$ cat src/rtl/glwt_pkg.sv
// ----------------------------------------------------------------------------
// Group acknowledgement low-water tracker package
// Shared constants, types and a helper function for the tracker and its table.
// ----------------------------------------------------------------------------
package glwt_pkg;

  localparam int MAX_MEMBERS = 16;
  localparam int IDX_W       = $clog2(MAX_MEMBERS);
  localparam int CNT_W       = $clog2(MAX_MEMBERS + 1);
  localparam int MEMBER_W    = 4;
  localparam int SEQ_W       = 32;
  localparam int THR_W       = 16;
  localparam int CFG_IDX_W   = 2;
  localparam int CFG_DATA_W  = 16;

  localparam logic [CFG_IDX_W-1:0] REG_MEMBER_COUNT  = CFG_IDX_W'(0);
  localparam logic [CFG_IDX_W-1:0] REG_LAG_THRESHOLD = CFG_IDX_W'(1);

  localparam logic [CNT_W-1:0] COUNT_RESET  = CNT_W'(16);
  localparam logic [THR_W-1:0] THRESH_RESET = THR_W'(20);
  localparam logic [SEQ_W-1:0] SEQ_TOP      = '1;

  typedef enum logic [1:0] {
    ST_IDLE,
    ST_LOOKUP,
    ST_SCAN,
    ST_DONE
  } glwt_state_t;

  typedef struct packed {
    logic             wr_en;
    logic [IDX_W-1:0] wr_addr;
    logic [SEQ_W-1:0] wr_data;
    logic [IDX_W-1:0] rd_addr;
  } glwt_tbl_req_t;

  function automatic logic [SEQ_W-1:0] sat_inc(input logic [SEQ_W-1:0] v);
    sat_inc = (v == SEQ_TOP) ? SEQ_TOP : v + SEQ_W'(1);
  endfunction

endpackage

$ cat src/rtl/glwt_table.sv
// ----------------------------------------------------------------------------
// Acknowledgement table
// Per-member next-unacknowledged store with one write and one registered read
// port. Entries that were never written read as zero.
// ----------------------------------------------------------------------------
module glwt_table import glwt_pkg::*; (
  input  logic             clk,
  input  logic             rst_n,
  input  glwt_tbl_req_t    req,
  output logic [SEQ_W-1:0] rd_data
);

  logic [SEQ_W-1:0]       mem [MAX_MEMBERS];
  logic [MAX_MEMBERS-1:0] valid_r;
  logic [SEQ_W-1:0]       rd_data_r;
  logic                   rd_valid_r;

  always_ff @(posedge clk) begin
    if (req.wr_en) begin
      mem[req.wr_addr] <= req.wr_data;
    end
    rd_data_r <= mem[req.rd_addr];
  end

  always_ff @(posedge clk) begin
    if (!rst_n) begin
      valid_r    <= '0;
      rd_valid_r <= 1'b0;
    end else begin
      if (req.wr_en) begin
        valid_r[req.wr_addr] <= 1'b1;
      end
      rd_valid_r <= valid_r[req.rd_addr];
    end
  end

  assign rd_data = rd_valid_r ? rd_data_r : '0;

endmodule

$ cat src/rtl/group_ack_low_water_tracker.sv
// ----------------------------------------------------------------------------
// Group acknowledgement low-water tracker
// Tracks member acknowledgements and reports the group low-water mark.
// ----------------------------------------------------------------------------
// Each request passes through the lookup and result states when the mark is not
// recomputed, and through a scan of the member table as well when it is; the
// minimum walks the table one entry per cycle through its single read port. The block takes no
// new request until the current one has produced its result, and a finished
// result may wait in the output register while the next request is accepted.
// Configuration writes are taken at any time and must only be issued while idle.
module group_ack_low_water_tracker import glwt_pkg::*; (
  input  logic                  clk,
  input  logic                  rst_n,
  input  logic                  in_valid,
  output logic                  in_ready,
  input  logic [MEMBER_W-1:0]   in_member,
  input  logic [SEQ_W-1:0]      in_ack_seq,
  input  logic [SEQ_W-1:0]      in_next_seq,
  output logic                  out_valid,
  input  logic                  out_ready,
  output logic [SEQ_W-1:0]      out_low_water,
  output logic                  out_retransmit,
  input  logic                  cfg_valid,
  output logic                  cfg_ready,
  input  logic [CFG_IDX_W-1:0]  cfg_index,
  input  logic [CFG_DATA_W-1:0] cfg_wdata
);

  glwt_state_t         state_r, state_nxt;
  logic [IDX_W-1:0]    member_r;
  logic [SEQ_W-1:0]    ack_r;
  logic [SEQ_W-1:0]    next_r;
  logic [CNT_W-1:0]    cnt_r;
  logic [IDX_W-1:0]    idx_r, idx_nxt;
  logic [SEQ_W-1:0]    m_r, m_nxt;
  logic [SEQ_W-1:0]    low_mark_r, low_mark_nxt;
  logic [CNT_W-1:0]    member_count_r;
  logic [THR_W-1:0]    lag_threshold_r;
  logic                out_valid_r, out_valid_nxt;
  logic [SEQ_W-1:0]    out_low_water_r;
  logic                out_retransmit_r;
  logic                load_out;
  logic                resend;
  logic [CNT_W-1:0]    cnt_eff;
  logic [SEQ_W-1:0]    rd_data;
  logic [SEQ_W-1:0]    stored;
  logic [SEQ_W-1:0]    m_cmp;
  glwt_tbl_req_t       tbl_req;

  glwt_table u_table (
    .clk     (clk),
    .rst_n   (rst_n),
    .req     (tbl_req),
    .rd_data (rd_data)
  );

  always_comb begin
    if (member_count_r == '0) begin
      cnt_eff = CNT_W'(1);
    end else if (member_count_r > CNT_W'(MAX_MEMBERS)) begin
      cnt_eff = CNT_W'(MAX_MEMBERS);
    end else begin
      cnt_eff = member_count_r;
    end
  end

  assign in_ready  = (state_r == ST_IDLE);
  assign cfg_ready = 1'b1;

  always_ff @(posedge clk) begin
    if (!rst_n) begin
      member_count_r  <= COUNT_RESET;
      lag_threshold_r <= THRESH_RESET;
    end else if (cfg_valid && cfg_ready) begin
      case (cfg_index)
        REG_MEMBER_COUNT:  member_count_r  <= cfg_wdata[CNT_W-1:0];
        REG_LAG_THRESHOLD: lag_threshold_r <= cfg_wdata[THR_W-1:0];
        default: ;
      endcase
    end
  end

  assign stored = (member_r == '0) ? next_r - SEQ_W'(1) : rd_data;
  assign m_cmp  = ((idx_r != member_r) && (rd_data < m_r)) ? rd_data : m_r;
  assign resend = (({1'b0, ack_r} + (SEQ_W+1)'(1)) >= {1'b0, low_mark_r}) &&
                  ({1'b0, next_r} > ({1'b0, ack_r} + (SEQ_W+1)'(lag_threshold_r)));

  always_comb begin
    state_nxt        = state_r;
    idx_nxt          = idx_r;
    m_nxt            = m_r;
    low_mark_nxt     = low_mark_r;
    load_out         = 1'b0;
    tbl_req.wr_en    = 1'b0;
    tbl_req.wr_addr  = member_r;
    tbl_req.wr_data  = sat_inc(ack_r);
    tbl_req.rd_addr  = in_member[IDX_W-1:0];
    out_valid_nxt    = out_valid_r && !out_ready;
    case (state_r)
      ST_IDLE: begin
        if (in_valid) begin
          state_nxt = ST_LOOKUP;
        end
      end
      ST_LOOKUP: begin
        tbl_req.rd_addr = IDX_W'(1);
        state_nxt       = ST_DONE;
        if (({1'b0, member_r} < cnt_r) && (ack_r >= stored)) begin
          tbl_req.wr_en = 1'b1;
          if (low_mark_r <= ack_r) begin
            m_nxt = sat_inc(ack_r);
            if (cnt_r > CNT_W'(1)) begin
              idx_nxt   = IDX_W'(1);
              state_nxt = ST_SCAN;
            end else begin
              low_mark_nxt = sat_inc(ack_r);
            end
          end
        end
      end
      ST_SCAN: begin
        m_nxt           = m_cmp;
        tbl_req.rd_addr = idx_r + IDX_W'(1);
        if (({1'b0, idx_r} + CNT_W'(1)) < cnt_r) begin
          idx_nxt = idx_r + IDX_W'(1);
        end else begin
          low_mark_nxt = m_cmp;
          state_nxt    = ST_DONE;
        end
      end
      ST_DONE: begin
        if (!out_valid_r || out_ready) begin
          load_out      = 1'b1;
          out_valid_nxt = 1'b1;
          state_nxt     = ST_IDLE;
        end
      end
      default: begin
        state_nxt = ST_IDLE;
      end
    endcase
  end

  always_ff @(posedge clk) begin
    if (!rst_n) begin
      state_r     <= ST_IDLE;
      out_valid_r <= 1'b0;
      low_mark_r  <= '0;
      idx_r       <= '0;
    end else begin
      state_r     <= state_nxt;
      out_valid_r <= out_valid_nxt;
      low_mark_r  <= low_mark_nxt;
      idx_r       <= idx_nxt;
    end
  end

  always_ff @(posedge clk) begin
    m_r <= m_nxt;
    if (in_valid && in_ready) begin
      member_r <= in_member[IDX_W-1:0];
      ack_r    <= in_ack_seq;
      next_r   <= in_next_seq;
      cnt_r    <= cnt_eff;
    end
    if (load_out) begin
      out_low_water_r  <= low_mark_r;
      out_retransmit_r <= resend;
    end
  end

  assign out_valid      = out_valid_r;
  assign out_low_water  = out_low_water_r;
  assign out_retransmit = out_retransmit_r;

endmodule

$ cat config.mk
export PLATFORM = sky130hd
export DESIGN_NAME = group_ack_low_water_tracker
export DESIGN_NICKNAME = d
export VERILOG_FILES = /design/src/rtl/glwt_pkg.sv /design/src/rtl/glwt_table.sv /design/src/rtl/group_ack_low_water_tracker.sv
export SDC_FILE = /design/constraint.sdc
export NUM_CORES = 1
export LEC_CHECK = 0
export BUFFER_PORTS_ARGS = -buffer_cell sky130_fd_sc_hd__clkbuf_2
export CORE_MARGIN = 3
export CORE_UTILIZATION = 30
export CTS_CLUSTER_SIZE = 16
export DETAILED_ROUTE_END_ITERATION = 12
export PLACE_DENSITY_LB_ADDON = 0.2
export SLEW_MARGIN = 40
export SYNTH_ARGS = -nofsm -noshare
export SYNTH_HDL_FRONTEND = slang
export SYNTH_SLANG_ARGS = --single-unit
$ cat constraint.sdc
create_clock -name clk -period 6.35 [get_ports clk]
set_input_delay 0.635 -clock clk [delete_from_list [all_inputs] [get_ports clk]]
set_output_delay 0.635 -clock clk [all_outputs]
set_load 0.005 [all_outputs]
== Yosys cells after proc, flatten, opt, wreduce, memory -nomap -nowiden ==
Memory sizes are Yosys's and may differ from the RTL's. A register that Yosys moved wholly into a read port is not among the register bits.
Index checks and enable logic that the tools add are counted.

* Output and inout bits: 36
* Memories: 1
* Latch bits: 0
* Bits in writable memories: 512
* Memory bits (read-only): 0
* Register bits: 215

{| class="wikitable"
|+ Memories
! name !! depth !! bits a word !! rd ports !! clocked after memory_dff !! wr ports !! line !! text
|-
| u_table.mem || 16 || 32 || 1 || 1 || 1 || glwt_table.sv:13 || <nowiki>logic [SEQ_W-1:0] mem [MAX_MEMBERS];</nowiki>
|}

* Muxes and demuxes: 38
* Add/sub/neg operators: 6
* Reductions and logical operators: 21
* Bitwise operators: 1
* Eq/ne operators: 14
* Shift-type cells: 0
* Magnitude comparators: 12
* $mul: 0
* Div/mod/pow operators: 0

{| class="wikitable"
|+ Operator list
! cell !! number
|-
| 32-bit 2-to-1 mux || 10
|-
| 32-bit one-hot mux with 2 select lines || 2
|-
| 32-bit by 1-bit adder with 33-bit output (second input constant) || 1
|-
| 32-bit by 16-bit adder with 33-bit output || 1
|-
| 33-bit by 32-bit greater-or-equal comparator with 1-bit output || 1
|-
| 32-bit by 33-bit > comparator with 1-bit output || 1
|-
| 32-bit by 1-bit adder with 32-bit output (second input constant) || 1
|-
| 32-bit == test (second input constant) || 1
|-
| 32-bit greater-or-equal comparator || 1
|-
| 32-bit <= comparator || 1
|-
| 32-bit < comparator || 1
|-
| 32-bit by 1-bit subtractor with 32-bit output (second input constant) || 1
|-
| 4-bit 2-to-1 mux || 4
|-
| 2-bit != test (second input constant) || 8
|-
| 16-bit OR || 1
|-
| 4-bit one-hot mux with 2 select lines || 2
|-
| 1-bit 2-to-1 mux || 13
|-
| 4-bit by 5-bit < comparator with 1-bit output (second input constant) || 2
|-
| 5-bit AND reduction || 2
|-
| 2-bit one-hot mux with 4 select lines || 1
|-
| 1-bit logical AND || 6
|-
| 2-bit 2-to-1 mux || 3
|-
| 3-bit AND reduction || 2
|-
| 4-bit by 1-bit adder with 5-bit output (second input constant) || 1
|-
| other kinds (20) || 25
|}

== Longest topological paths before layout ==
Gate-level depths: netlist of run 1.

* Depth in word-level cells: 8
* Mapped depth: 19

== Cells and area by module ==
A second synthesis of run 1 with hierarchy kept.

* Cell total of the unflattened synthesis: 2,425
* Area, all modules: 34,993.6 µm²

{| class="wikitable"
|+ By module, submodules not included
! module !! cells an instance !! area each (µm²) !! instances
|-
| glwt_table || 927 || 20,697.4 || 1
|-
| group_ack_low_water_tracker || 1,498 || 14,296.2 || 1
|}

== Worst setup path before layout of run 1 ==
OpenSTA, ideal clock, no wires.

* Path kind: reg2reg
* Start: register next_r[6]
* End: memory u_table.mem[2][0] (enable)
* Data arrival time: 6.106 ns
* Stages on the path, launching flop included: 16
* Library setup time: 0.464 ns
* Setup slack: -0.220 ns
* Buffers on the path: 0
* Data required time: 5.886 ns
* Period minus slack after synthesis: 6.570 ns
* Cell sequence: edfxtp_1 -> or4_4 -> or3_4 -> nor3_4 -> nand3_2 -> or3_1 -> a21oi_1 -> a21oi_1 -> ha_1 -> nand4_1 -> nor4_1 -> a22oi_1 -> o211ai_1 -> a32oi_1 -> or3b_2 -> nor3_1

* Cells in the longest elaborated chain, start to end: 8

{| class="wikitable"
|+ RTL lines
! element !! line !! text
|-
| from (decl) || group_ack_low_water_tracker.sv:32 || <nowiki>logic [SEQ_W-1:0] next_r;</nowiki>
|-
| from (signal assigned) || group_ack_low_water_tracker.sv:163 || <nowiki>next_r <= in_next_seq;</nowiki>
|-
| 32-bit by 1-bit subtractor with 32-bit output || group_ack_low_water_tracker.sv:83 || <nowiki>assign stored = (member_r == '0) ? next_r - SEQ_W'(1) : rd_data;</nowiki>
|-
| 32-bit 2-to-1 mux || group_ack_low_water_tracker.sv:83 ||
|-
| 32-bit greater-or-equal comparator || group_ack_low_water_tracker.sv:108 || <nowiki>if (({1'b0, member_r} < cnt_r) && (ack_r >= stored)) begin</nowiki>
|-
| 1-bit logical AND || group_ack_low_water_tracker.sv:108 ||
|-
| 1-bit 2-to-1 mux || group_ack_low_water_tracker.sv:108 ||
|-
| 1-bit 2-to-1 mux || group_ack_low_water_tracker.sv:99 || <nowiki>case (state_r)</nowiki>
|-
| 1-bit 2-to-1 mux || glwt_table.sv:19 || <nowiki>if (req.wr_en) begin</nowiki>
|-
| 1-bit 2-to-1 mux (implied by the code) || glwt_table.sv:20 || <nowiki>mem[req.wr_addr] <= req.wr_data;</nowiki>
|-
| to (decl) || glwt_table.sv:13 ||
|}

No other way between the ends.

== Worst setup path after layout of run 1 ==
* Start: register next_r[5]
* End: memory u_table.mem[2][0] (enable)

The elaborated chain is that of the path after synthesis.

==> results.toml, run 1 <==
[critical_path]
cp_max_fo = 33
arrival_ps = 5890
cp-start-kind = "register"
criticalPathCategory = "reg2reg"
cp-end-kind = "register"
cp.required_ps = 6630

[run]
max_cap_violations = 0

[outcome]
outcome = "finished, final reports clean"

[timing]
holdWs_ps = 158
setup_viol = 0
fin_tns_setup_ps = 0
rsz0062_at_grt = "no"
maxSlewHeadroom = 0.408
period_share = 0.883
fmax_mhz = 178
maxSlewViolCount = 0
tightest_slew_ps = 883
hold_viol_final = 0
fin_crit_ps = 5610
clock_skew_ps = 32.7

[grt]
grt_pass1_vias = 22628
grt_pass1_wl_um = 154000
grt_use_total = 0.170
grt_max_degree = 108
grt_overflow = 0
antenna_found_initial = 5

[cts]
cts_setup_buffers = 0
cts_tree = "built"
clk_pin_slew_worst_paths_ps = 60
cts_resized = 0
htreeDepth = 3
clock_latency_ps = 670
cts_root_buffer = "clkbuf_16"
cts_hold_buf = 0
clk_path_buf_depth = 3
cts_inserted_buffers = 85
clock_sinks = 759

[logic_synthesis]
yosys_register_bits = 759
postSynthCellCount = 2474
ys_async_sr_fraction = 0
syn_area_sq_mm = 0.0351
synth_enable_flop_cells = 650
syn-num-nets = 2757
ys_seq_area_frac = 0.619
ys.warnings.count = 0
syn_area_per_cell_sq_um = 14.2
synth_cell_types = 82
ys.flop_type = "edfxtp_1"

[placed_design]
portBuffers = 125
dpl.cell_count = 4072
place.gp.congestion = 0.906
place.detailed.hpwl_um = 73100

[drt]
totalWireLength_um = 104000
drt-initial-drc-count = 1805
viasPerCell = 5.22
dr.pass1.iters = 5
drcViolationCount = 0
num_vias = 22084
antenna_left = 0
post_drt_wl_per_cell_um = 24.6

[finish]
nNetsFinal = 2930
final_cells = 4233
layout_commonest_cell = "edfxtp_1"
final_cell_mix = "edfxtp_1, nand2_1, ha_1"
multi_input_area_sq_mm = 0.0127
fillCellCount = 11071
regArea_sq_mm = 0.0217
area_delta_synth_final_pct = 17.3
drive_gt1_frac = 0.205

[floorplanning]
fp-row-count = 124
die_h_um = 348
pin_count = 127
die_area_sq_mm = 0.121
core_area_sq_mm = 0.115
die_x_um = 348
start_util = 0.305

[pwr]
totalPowerFinal_w = 0.0174
peakVddDrop_mv = 0.212
p_leak_nw = 14.4
power_density_mw_per_mm2 = 423

[min_path]
min_path_type = "in2reg"
==> metrics by stage <==
| stage | setup slack (ps) | utilization | cell area [sq um] |
|---|---|---|---|
| 2_1_floorplan | 673 | - | 35100 |
| 3_3_place_gp | 823 | 0.330 | 38000 |
| 3_5_place_dp | 767 | 0.331 | 38100 |
| 4_1_cts | 727 | 0.357 | 41100 |
| 5_1_grt | 445 | 0.357 | 41100 |
| 6_report | 743 | 0.357 | 41100 |
==> critical path: stages (launching register included) <==
cell	delay, ps
edfxtp_1	460
or4_4	560
or3_4	400
nor3_4	280
nand3_2	230
or3_1	400
a21oi_1	160
a21oi_1	60
ha_1	320
nand4_1	160
nor4_1	290
a22oi_1	130
o211ai_1	160
a32oi_1	120
buf_4	220
or3b_2	620
nor3_4	150
buf_4	480
==> state kept, by name, summed over array words and instances, names as in the netlist <==
name / flops
member_count_r: 5
low_mark_r: 32
u_table.rd_valid_r: 1
member_r: 4
next_r: 32
m_r: 32
u_table.rd_data_r: 32
idx_r: 4
out_low_water: 32
out_retransmit: 1
ack_r: 32
state_r: 2
u_table.valid_r: 16
out_valid: 1
cnt_r: 5
lag_threshold_r: 16
u_table.mem: 512
==> path summary, 6_finish.rpt <==
path | from | endpoint | slack [ps] | depth (start not counted)
max | next_r[5] | u_table.mem[2][0] | 740 | 17
min | in_next_seq[14] | next_r[14] | 160 | 1
max reg2reg | next_r[5] | u_table.mem[2][0] | 740 | 17
min reg2reg | u_table.valid_r[8] | u_table.valid_r[8] | 460 | 1
==> report_power, final <==
group          leakage, nW  switching (W)  internal (W)
clock                 1.43        0.00212       0.00302
combinational         6.16        0.00332       0.00220
sequential            6.80       0.000441       0.00627
==> synthesized netlist by cell type, types with 31 or more instances <==
cell      number  share of area
a211oi_1      42         0.0090
a21o_1        31         0.0066
a21oi_1      119          0.017
a31oi_1       37         0.0066
and2_1        72          0.013
buf_2         37         0.0053
clkbuf_1      48         0.0051
dfxtp_1      109          0.062
edfxtp_1     650           0.56
ha_1         191          0.068
inv_1        135          0.014
mux4_2       132          0.085
nand2_1      203          0.022
nand3_1       66         0.0094
nand4_1       48         0.0086
nor2_1        84         0.0090
nor3_1        32         0.0046
o21ai_0       46         0.0066
o31ai_1       31         0.0066
xnor2_1       70          0.017
==> layer usage <==
layer	vias to the layer above	routed length, um	GRT usage
met4	2	3160	0.0492
met5	-	13	0
met3	159	6300	0.0327
met1	11282	47100	0.237
li1	9934	-	-
met2	707	47500	0.269
==> cell type report <==
type / instances / area share
well taps: 1512 / 0.0460
clock buffers: 112 / 0.0572
repair buffers: 186 / 0.0336
inverters: 136 / 0.0124
flip-flops and latches: 759 / 0.528
clock inverters: 48 / 0.0148
diodes: 1 / 0.0000608
multi-input cells: 1479 / 0.308
==> logic make-up after synthesis <==
family,count (synthesis),share of synthesized area
xor+xnor,87,0.0217
simple gates,636,0.0939
compound gates,421,0.0820
other cells,1,0.000107
flops,759,0.619
mux,142,0.0877
buf+inv,236,0.0267
fa+ha+maj,192,0.0687
Note: power is estimated with default switching activity, not from simulation.
==> run 2, diff against run 1 <==
Settings changed: CORE_ASPECT_RATIO from default to 0.5, SETUP_SLACK_MARGIN from default to 0.3.
==> run 2 against run 1 <==
Against the previous run: final area decreased by 0.73%; sequential share of layout area increased by 0.39 points; sequential power about the same; highest routed layer is now met4; critical path type unchanged; critical path depth increased by 2; hold slack got worse by 20 ps; flip-flop and latch count unchanged.
==> results.toml, run 2 (same netlist as run 1, synthesis figures left out) <==
[outcome]
outcome = "finished, final reports clean"

[drt]
num_vias = 21845
drcViolationCount = 0
post_drt_wl_per_cell_um = 24.4
totalWireLength_um = 103000
viasPerCell = 5.17
drt-initial-drc-count = 1975
antenna_left = 0
dr.pass1.iters = 5

[cts]
cts_hold_buf = 0
clock_latency_ps = 670
cts_inserted_buffers = 78
cts_root_buffer = "clkbuf_16"
htreeDepth = 3
clock_sinks = 759
clk_pin_slew_worst_paths_ps = 70
cts_tree = "built"
clk_path_buf_depth = 3

[floorplanning]
core_area_sq_mm = 0.114
start_util = 0.307
die_area_sq_mm = 0.121
die_x_um = 489
die_h_um = 248
pin_count = 127
fp-row-count = 87

[finish]
layout_commonest_cell = "edfxtp_1"
drive_gt1_frac = 0.205
final_cell_mix = "edfxtp_1, nand2_1, ha_1"
area_delta_synth_final_pct = 16.5
nNetsFinal = 2930
final_cells = 4227
finish.instance_area_sq_mm = 0.0408
max_flop_register = "u_table.mem"
largest_reg_flops = 512
fillCellCount = 10943

[grt]
grt_overflow = 0
antenna_found_initial = 6
grt_pass1_wl_um = 150000
grt_use_total = 0.168
grt_max_degree = 108
grt_pass1_vias = 21521

[critical_path]
cp.required_ps = 6640
crit_start = "next_r[5]"
cp-start-kind = "register"
cp-end-kind = "register"
cp_max_fo = 33
arrival_ps = 6000
criticalPathCategory = "reg2reg"
reg2reg_from = "next_r[5]"

[pwr]
p_leak_nw = 14.3
p_int_w = 0.0112
switching_share = 0.342
power_frac_comb = 0.322
power_switching_w = 0.00584
p_clk_frac = 0.286
power_density_mw_per_mm2 = 418
p_seq_frac = 0.393
peakVddDrop_mv = 0.219

[timing]
fin_crit_ps = 5710
rsz0062_at_grt = "yes"
clock_skew_ps = 28.7
setup_viol = 0
maxSlewHeadroom = 0.421
hold_viol_final = 0
fmax_mhz = 175
tightest_slew_ps = 863
period_share = 0.899
maxSlewViolCount = 0
fin_tns_setup_ps = 0

[placed_design]
placed_area_sq_mm = 0.0380
place.gp.congestion = 0.859
place.detailed.hpwl_um = 70700
portBuffers = 125
dpl.cell_count = 4075

[min_path]
min-delay-start = "in_ack_seq[20]"
min_path_type = "in2reg"

[run]
max_cap_violations = 0
-- run 2: cell count changes in the layout (fill, tap and decap cells not counted), moves of 3 or more --
| cell | delta |
|---|---|
| buf_4 | +17 |
| buf_12 | -11 |
| clkbuf_16 | -9 |
| clkbuf_1 | -4 |
| clkinvlp_4 | -4 |
| buf_8 | -3 |
| clkinv_4 | +3 |
| nor2_2 | +3 |
-- run 2: path summary, 6_finish.rpt --
kind | to | slack (ps) | depth (start not counted)
setup / recovery | u_table.mem[15][18] | 640 | 19
hold / removal | ack_r[20] | 140 | 1
setup reg to reg | u_table.mem[15][18] | 640 | 19
hold reg to reg | u_table.valid_r[0] | 460 | 1
-- run 2: per-stage QoR --
step                      power (W)  hold WS, ps  utilization  setup WS [ps]
after CTS                    0.0172         83.4        0.356            570
after global routing         0.0180         91.4        0.357            268
after global placement       0.0122          443        0.332            577
after detailed placement     0.0123          448        0.332            579
after floorplan              0.0102          434            -            673
final                        0.0171          138        0.357            638
-- run 2: power by group through the flow --
stage | Sequential (W) | Combinational, W | Clock (W)
after global placement | 0.00681 | 0.00539 | 0
after global routing | 0.00677 | 0.00603 | 0.00523
after CTS | 0.00672 | 0.00550 | 0.00501
final | 0.00671 | 0.00549 | 0.00488
after detailed placement | 0.00681 | 0.00547 | 0
after floorplan | 0.00659 | 0.00363 | 0
-- run 2: layer usage --
metal	vias up	global-route usage	wire, um
met3	108	0.0283	5220
met4	0	0.0335	1660
met1	11281	0.260	51700
met2	538	0.247	44400
met5	-	0	0
li1	9918	-	-
-- run 2: layout make-up --
cell class | instances | area (sq um) | share of cell area
Sequential cell | 759 | 21700 | 0.532
Multi-Input combinational cell | 1481 | 12700 | 0.311
Inverter | 136 | 510 | 0.0125
Clock inverter | 45 | 601 | 0.0147
Tap cell | 1513 | 1890 | 0.0464
Antenna cell | 1 | 2.50 | 0.0000613
Timing Repair Buffer | 191 | 1290 | 0.0316
Clock buffer | 101 | 2140 | 0.0524
-- run 2: worst max-delay path, cell delays in order (launching register included) --
cell	delay, ps
edfxtp_1	450
or4_4	560
or3_4	400
nor3_4	310
nand3_4	170
nor3_2	200
xnor2_1	100
nor2_1	90
a21oi_1	60
ha_1	330
nand4_1	180
nor4_1	330
a22oi_1	140
o211ai_1	220
a32oi_1	210
buf_2	240
or3_1	470
buf_4	220
nor2_4	90
buf_4	530
-- run 2: repair_timing --
item | CTS | global route
buffers inserted | 0 | 0
endpoints found under the hold margin | 0 | 0
resized for setup | 0 | 0
endpoints found under the setup margin | 0 | 15
==> run 3, diff against run 2 <==
==> constraint.sdc (replaced) <==
create_clock -name clk -period 6.35 [get_ports clk]
set_input_delay 1.27 -clock clk [delete_from_list [all_inputs] [get_ports clk]]
set_output_delay 1.27 -clock clk [all_outputs]
set_load 0.005 [all_outputs]
==> run 3 against run 2 <==
Against the previous run: combinational power shrank 0.7%; hold slack improved by 320 ps; sequential share of layout area rose by 0.20 points; critical endpoint is now u_table.mem[4][4].
==> results.toml, run 3 (same netlist as run 1, synthesis figures left out) <==
[placed_design]
place.gp.congestion = 0.854
pre_cts_slack_ps = 619
portBuffers = 125
place.detailed.hpwl_um = 71000

[drt]
antenna_left = 0
drt-initial-drc-count = 1842
viasPerCell = 5.20
dr.pass1.iters = 7
post_drt_wl_per_cell_um = 24.4
num_vias = 21950
totalWireLength_um = 103000
drcViolationCount = 0

[pwr]
p_seq_frac = 0.395
totalPowerFinal_w = 0.0170
power_frac_comb = 0.320
p_clk_frac = 0.285
p_int_w = 0.0112
switching_share = 0.341
power_density_mw_per_mm2 = 418
peakVddDrop_mv = 0.256
p_leak_nw = 14.2
power_switching_w = 0.00580

[cts]
cts_setup_buffers = 0
htreeDepth = 3
cts_root_buffer = "clkbuf_16"
clock_sinks = 759
clk_pin_slew_worst_paths_ps = 70
cts_tree = "built"
clk_path_buf_depth = 3
cts_hold_buf = 0
clock_latency_ps = 670
cts_inserted_buffers = 77
cts_resized = 0

[outcome]
outcome = "finished, final reports clean"

[grt]
grt_pass1_wl_um = 151000
grt_use_total = 0.169
grt_max_degree = 108
grt_overflow = 0
grt_pass1_vias = 21686
antenna_found_initial = 3

[finish]
area_delta_synth_final_pct = 16.0
fillCellCount = 10959
drive_gt1_frac = 0.203
final_cell_mix = "edfxtp_1, nand2_1, ha_1"
largest_reg_flops = 512
nNetsFinal = 2924
layout_commonest_cell = "edfxtp_1"
max_flop_register = "u_table.mem"

[floorplanning]
core_area_sq_mm = 0.114
die_h_um = 248
fp-row-count = 87
die_x_um = 489
start_util = 0.307
pin_count = 127
die_area_sq_mm = 0.121

[timing]
maxSlewHeadroom = 0.342
setup_ws_ps = 574
period_share = 0.910
fmax_mhz = 173
rsz0062_at_grt = "no"
hold_viol_final = 0
setup_viol = 0
fin_tns_setup_ps = 0
clock_skew_ps = 27.3
tightest_slew_ps = 981
fin_crit_ps = 5780
maxSlewViolCount = 0

[critical_path]
cp-start-kind = "register"
cp.required_ps = 6710
cp-end-kind = "register"
cp_max_fo = 24
criticalPathCategory = "reg2reg"
arrival_ps = 6130
reg2reg_depth = 17

[min_path]
min_path_type = "reg2reg"
holdPathStages = 2

[run]
max_cap_violations = 0
run 3: cell count changes in the layout (fill, tap and decap cells not counted), sizes merged:
cell	before	now
clkinv	30	20
buf	66	63
clkinvlp	2	4
clkbuf	226	229
nor2	86	84
inv	140	141
run 3: critical path, stage by stage, from the launching register on:
cell	delay (ps)
edfxtp_1	450
or4_1	590
nor4_1	280
and2b_1	310
nand3_2	200
or3_1	380
a21oi_1	170
a21oi_1	70
ha_1	320
nand4_1	120
nor4_1	290
a22oi_1	130
o211ai_1	200
a32oi_1	230
buf_2	250
or3_1	450
nor2_4	680
buf_4	320
run 3: worst paths after layout:
check | startpoint | endpoint | slack, ps
worst max-delay path | next_r[11] | u_table.mem[4][4] | 570
worst min-delay path | lag_threshold_r[7] | lag_threshold_r[7] | 460
worst max register to register | next_r[11] | u_table.mem[4][4] | 570
worst min register to register | lag_threshold_r[7] | lag_threshold_r[7] | 460
run 3: cell type report:
cell class,count,area (sq um),share of cell area
Timing Repair Buffer,188,1220,0.0300
Sequential cell,759,21700,0.534
Multi-Input combinational cell,1479,12700,0.311
Clock buffer,104,2160,0.0532
Tap cell,1513,1890,0.0465
Antenna cell,1,2.50,0.0000615
Inverter,136,510,0.0126
Clock inverter,38,517,0.0127
run 3: routing by layer:
layer	track usage	wire length [um]
met5	0	0
met1	0.259	51400
met2	0.250	44400
met4	0.0324	1550
met3	0.0285	5460
run 3: power groups by stage:
stage | sequential [W] | clock [W] | combinational (W)
global placement | 0.00681 | 0 | 0.00539
CTS | 0.00672 | 0.00497 | 0.00547
detailed placement | 0.00682 | 0 | 0.00545
finish | 0.00672 | 0.00484 | 0.00545
floorplan | 0.00659 | 0 | 0.00363
global route | 0.00677 | 0.00518 | 0.00595
run 3: through the flow:
step | utilization | hold WS [ps] | cells | cell area, sq um
final | 0.356 | 462 | 4218 | 40700
after global routing | 0.356 | 485 | 4217 | 40700
after floorplan | - | 434 | 2474 | 35100
after CTS | 0.356 | 467 | 4216 | 40600
after global placement | 0.332 | 443 | 4072 | 37900
after detailed placement | 0.332 | 453 | 4074 | 38000
